==> src/rtl/msgr_pkg.sv <==
// ----------------------------------------------------------------------------
// msgr_pkg
// Shared types and codes for the message match ring: transaction payloads,
// ring entry layout, command and status codes, controller/datapath links.
// ----------------------------------------------------------------------------
package msgr_pkg;

  // Command codes carried in the cmd field
  localparam logic CMD_ADD  = 1'b0;
  localparam logic CMD_RECV = 1'b1;

  // Result status codes
  localparam logic [1:0] STS_ADDED   = 2'd0;
  localparam logic [1:0] STS_FULL    = 2'd1;
  localparam logic [1:0] STS_MATCH   = 2'd2;
  localparam logic [1:0] STS_NOMATCH = 2'd3;

  // Input transaction
  typedef struct packed {
    logic               cmd;
    logic [1:0]         role;
    logic [7:0]         node;
    logic               any_node;
    logic [7:0]         dest_node;
    logic [31:0]        ticket;
    logic [7:0]         msg_type;
    logic [31:0]        slot;
    logic               any_slot;
    logic [7:0]         type_mask;
    logic signed [63:0] value;
  } msgr_in_t;

  // Result transaction
  typedef struct packed {
    logic [1:0]         status;
    logic [7:0]         out_from;
    logic [7:0]         out_to;
    logic [31:0]        out_ticket;
    logic [7:0]         out_type;
    logic [31:0]        out_slot;
    logic signed [63:0] out_value;
  } msgr_out_t;

  // One ring entry as stored in the ring memory
  typedef struct packed {
    logic               valid;
    logic [7:0]         sender;
    logic [7:0]         dest;
    logic [31:0]        ticket;
    logic [7:0]         kind;
    logic [31:0]        slot;
    logic signed [63:0] payload;
  } msgr_entry_t;

  // Controller to datapath commands
  typedef struct packed {
    logic clear;   // clearing pass: invalidate one entry
    logic start;   // capture transaction, load scan pointer
    logic scan;    // issue reads and check entries
    logic finish;  // commit writes, pointers and result
  } msgr_ctl_t;

  // Datapath to controller status
  typedef struct packed {
    logic clr_last;   // clearing pass on last entry
    logic scan_done;  // scan stopped on a hit or finished its lap
    logic out_free;   // result register can take a new result
  } msgr_sts_t;

endpackage

==> src/rtl/msgr_ctrl.sv <==
// ----------------------------------------------------------------------------
// msgr_ctrl
// Sequencer for the message match ring: clearing pass after reset, then
// accept, scan, finish for one transaction at a time.
// ----------------------------------------------------------------------------
module msgr_ctrl (
  input  logic               clk,
  input  logic               rst_n,
  input  logic               in_valid,
  output logic               in_ready,
  output msgr_pkg::msgr_ctl_t ctl,
  input  msgr_pkg::msgr_sts_t sts
);
  import msgr_pkg::*;

  localparam logic [1:0] S_CLEAR = 2'd0;
  localparam logic [1:0] S_IDLE  = 2'd1;
  localparam logic [1:0] S_SCAN  = 2'd2;
  localparam logic [1:0] S_DONE  = 2'd3;

  logic [1:0] state_r;
  logic [1:0] state_nxt;

  // Decode state into commands
  always_comb begin
    state_nxt = state_r;
    ctl       = '0;
    in_ready  = 1'b0;
    case (state_r)
      S_CLEAR: begin
        ctl.clear = 1'b1;
        if (sts.clr_last) begin
          state_nxt = S_IDLE;
        end
      end
      S_IDLE: begin
        in_ready = 1'b1;
        if (in_valid) begin
          ctl.start = 1'b1;
          state_nxt = S_SCAN;
        end
      end
      S_SCAN: begin
        ctl.scan = 1'b1;
        if (sts.scan_done) begin
          state_nxt = S_DONE;
        end
      end
      S_DONE: begin
        // Wait for room in the result register
        if (sts.out_free) begin
          ctl.finish = 1'b1;
          state_nxt  = S_IDLE;
        end
      end
      default: begin
        state_nxt = S_CLEAR;
      end
    endcase
  end

  always_ff @(posedge clk) begin
    if (!rst_n) begin
      state_r <= S_CLEAR;
    end else begin
      state_r <= state_nxt;
    end
  end

endmodule

==> config.mk <==
export PLATFORM = sky130hd
export DESIGN_NAME = msgr_ctrl
export DESIGN_NICKNAME = d
export VERILOG_FILES = /design/src/rtl/msgr_pkg.sv /design/src/rtl/msgr_ctrl.sv
export SDC_FILE = /design/constraint.sdc
export NUM_CORES = 1
export LEC_CHECK = 0
export BUFFER_PORTS_ARGS = -buffer_cell sky130_fd_sc_hd__buf_2
export CAP_MARGIN = 20
export CORE_AREA = 2 2 39 41
export DETAILED_ROUTE_END_ITERATION = 12
export DIE_AREA = 0 0 41 43
export SYNTH_ARGS = -nofsm -noshare
export SYNTH_HDL_FRONTEND = slang
export SYNTH_SLANG_ARGS = --single-unit
export TNS_END_PERCENT = 5
==> constraint.sdc <==
create_clock -name clk -period 1.7 [get_ports clk]
set_input_delay 0.34 -clock clk [delete_from_list [all_inputs] [get_ports clk]]
set_output_delay 0.34 -clock clk [all_outputs]
set_load 0.02 [all_outputs]
==> impl_metrics.tcl <==
set metrics [dict create \
    cellPowerDensity_nw_per_um2 1700 \
    synth.top_cells.by_area "ha_1 29%, dfxtp_1 18%, a2111oi_4 13%, mux2i_1 9.2%, nor2b_4 6.3%" \
    p_comb_share_pct 62.4 \
    synth_top_family_by_area "adder cells" \
    path_max_fanout 5 \
    place_inst 48 \
    fin_crit_ps 1522 \
    stdcell_count 51 \
    setup_ws_ps 178.2 \
    vdd_drop_max_mv 0.2554 \
    first_pass_iters 1 \
    die_x_um 41 \
    grt_antenna_before_repair 0 \
    top_regs "state_r (2)" \
    yosysWarningCount 0 \
    largest_reg_flops 2 \
    holdBufCountCts 0 \
    ios 11 \
    layout_worst_path_cycle_share_pct 89.52 \
    synth_mux_area_share_pct 9.195 \
    cts_root_buffer "clkbuf_4" \
    max-cap-violations 0 \
    crit_arrival_ps 1660 \
    p_switching_uw 224.3 \
    syn_nets 33 \
    rows 14 \
    port_buffers 10 \
    area_growth_pct 42.53 \
    fin_worst_skew_ps 1.669 \
    fmax_mhz 657.1 \
    p_clk_share_pct 19.1 \
    track_usage_pct 5.210 \
    synth_area_um2 217.7 \
    setup_viol 0 \
    gp_congestion 0.6366 \
    ys_ff_latch 2 \
    rrSetupSlack_ps 180 \
    required_ps 1840 \
    syn_avg_cell_area_um2 9.896 \
    synth_top_area_share_pct 28.74 \
    cts_sinks 2 \
    power.leakage_nw 0.1662 \
    drtIter0Drc 0 \
    yosysUniqueCellTypes 10 \
    cts.path.max_buffers 2 \
    grt_pass1_wl_um 552 \
    largest_register "state_r" \
    via_per_inst 3.627 \
    grt_max_degree 6 \
    grt_pass1_vias 176 \
    seq_area_frac_synth_pct 18.39 \
    cts_setup_buffers 0 \
    synth_simple_gate_area_share_pct 25.86 \
    num_vias 185 \
    cts_buffers 3 \
    fin_tns_setup_ps 0 \
    relSlewSlack_pct 77.78 \
    hold_viol 0 \
    pwr-share-seq_pct 18.4 \
    die_area_um2 1763 \
    cts_resized 0 \
    drive_above_1_share_pct 42.86 \
    intPower_uw 303.1 \
    start_kind "register" \
    diodes 0 \
    worstSkewPairLatency_ps 220 \
    die_h_um 43 \
    synth_cells 22 \
    post_drt_wl_per_cell_um 7.647 \
    synthAdderAreaFrac_pct 28.74 \
    core_um2 1384 \
    hold_path.class "in -> reg" \
    grt_overflow 0 \
    hpwl_um 356.4 \
    place_ws_ps 140.7 \
    initial_core_util_pct 15.73 \
    finalWirelength_um 390 \
    worst_pin_slew_ps 333.4 \
    drv_slew 0 \
    drc_errors 0 \
    yosys.area_share.xor_xnor_pct 0 \
    h-tree-depth 1 \
    clk_transition_reported_paths_ps 30 \
    critPathCaptureType "register" \
    rsz0062_at_grt "false" \
    yosys.area.top_type "ha_1" \
    detail-route-antenna-nets 0 \
    fill_cells 165 \
    outcome "complete, no violations" \
    synth_compound_area_share_pct 12.64 \
    utilization_pct 22.42 \
    nNetsFinal 48 \
    cts_tree "done" \
    crit_type "reg -> reg" \
    power_uw 527.4 \
    switching_share_pct 42.54 \
]
==> cell usage in the layout, fill, tap and decap left out <==
cell / count
a2111oi_4: 1
and2_1: 2
buf_2: 10
clkbuf_4: 3
dfxtp_1: 2
ha_1: 5
inv_1: 3
mux2i_1: 2
nand2_1: 3
nand2b_1: 1
nor2b_1: 2
nor2b_4: 1
==> worst max-delay path: stages (launching register included) <==
cell and delay [ps]:
dfxtp_1 390, inv_1 80, ha_1 220, nor2b_4 130, a2111oi_4 380, mux2i_1 230
==> synthesized netlist by cell type (all sizes together) <==
cell type / instances
ha: 5
nand2: 3
and2: 2
nand2b: 1
mux2i: 2
nor2b: 3
a2111oi: 1
inv: 3
dfxtp: 2
==> stage by stage <==
step | hold slack, ps | cell area (µm²)
finish | 410.7 | 310.3
detailed placement | 497.8 | 287.8
global placement | 494.6 | 287.8
floorplan | 467.7 | 217.7
CTS | 408.6 | 310.3
global route | 432.7 | 310.3
==> path summary, 6_finish.rpt <==
kind              startpoint         end  cells after the start
setup / recovery  state_r[0]  state_r[0]                      5
hold / removal         rst_n  state_r[1]                      3
setup reg to reg  state_r[0]  state_r[0]                      5
hold reg to reg   state_r[1]  state_r[1]                      2
==> power groups by stage <==
stage               clock network, mW  logic, mW  registers, mW
global route                    0.110      0.365          0.101
floorplan                           0      0.267         0.0921
detailed placement                  0      0.338         0.0992
finish                          0.101      0.329         0.0973
CTS                             0.107      0.339         0.0984
global placement                    0      0.325         0.0993
==> layout make-up <==
type | instances | area, µm² | share of cell area, %
clock buffers | 3 | 22.52 | 7.258
inverters | 3 | 11.26 | 3.629
multi-input cells | 17 | 166.4 | 53.63
flip-flops and latches | 2 | 40.04 | 12.90
well taps | 16 | 20.02 | 6.452
repair buffers | 10 | 50.05 | 16.13
==> per-layer routing <==
layer,track usage (%),share of wire (%),wire (µm),up-vias
li1,-,-,-,95
met1,2.875,33,130,84
met2,8.750,57,222,6
met3,3.141,9.5,37,0
met4,6.000,0,0,0
met5,0,0,0,-
==> logic make-up after synthesis <==
family,Yosys count
buf+inv,3
mux,2
compound gates,1
flops,2
simple gates,9
fa+ha+maj,5
Power figures use the tool's default switching activity.
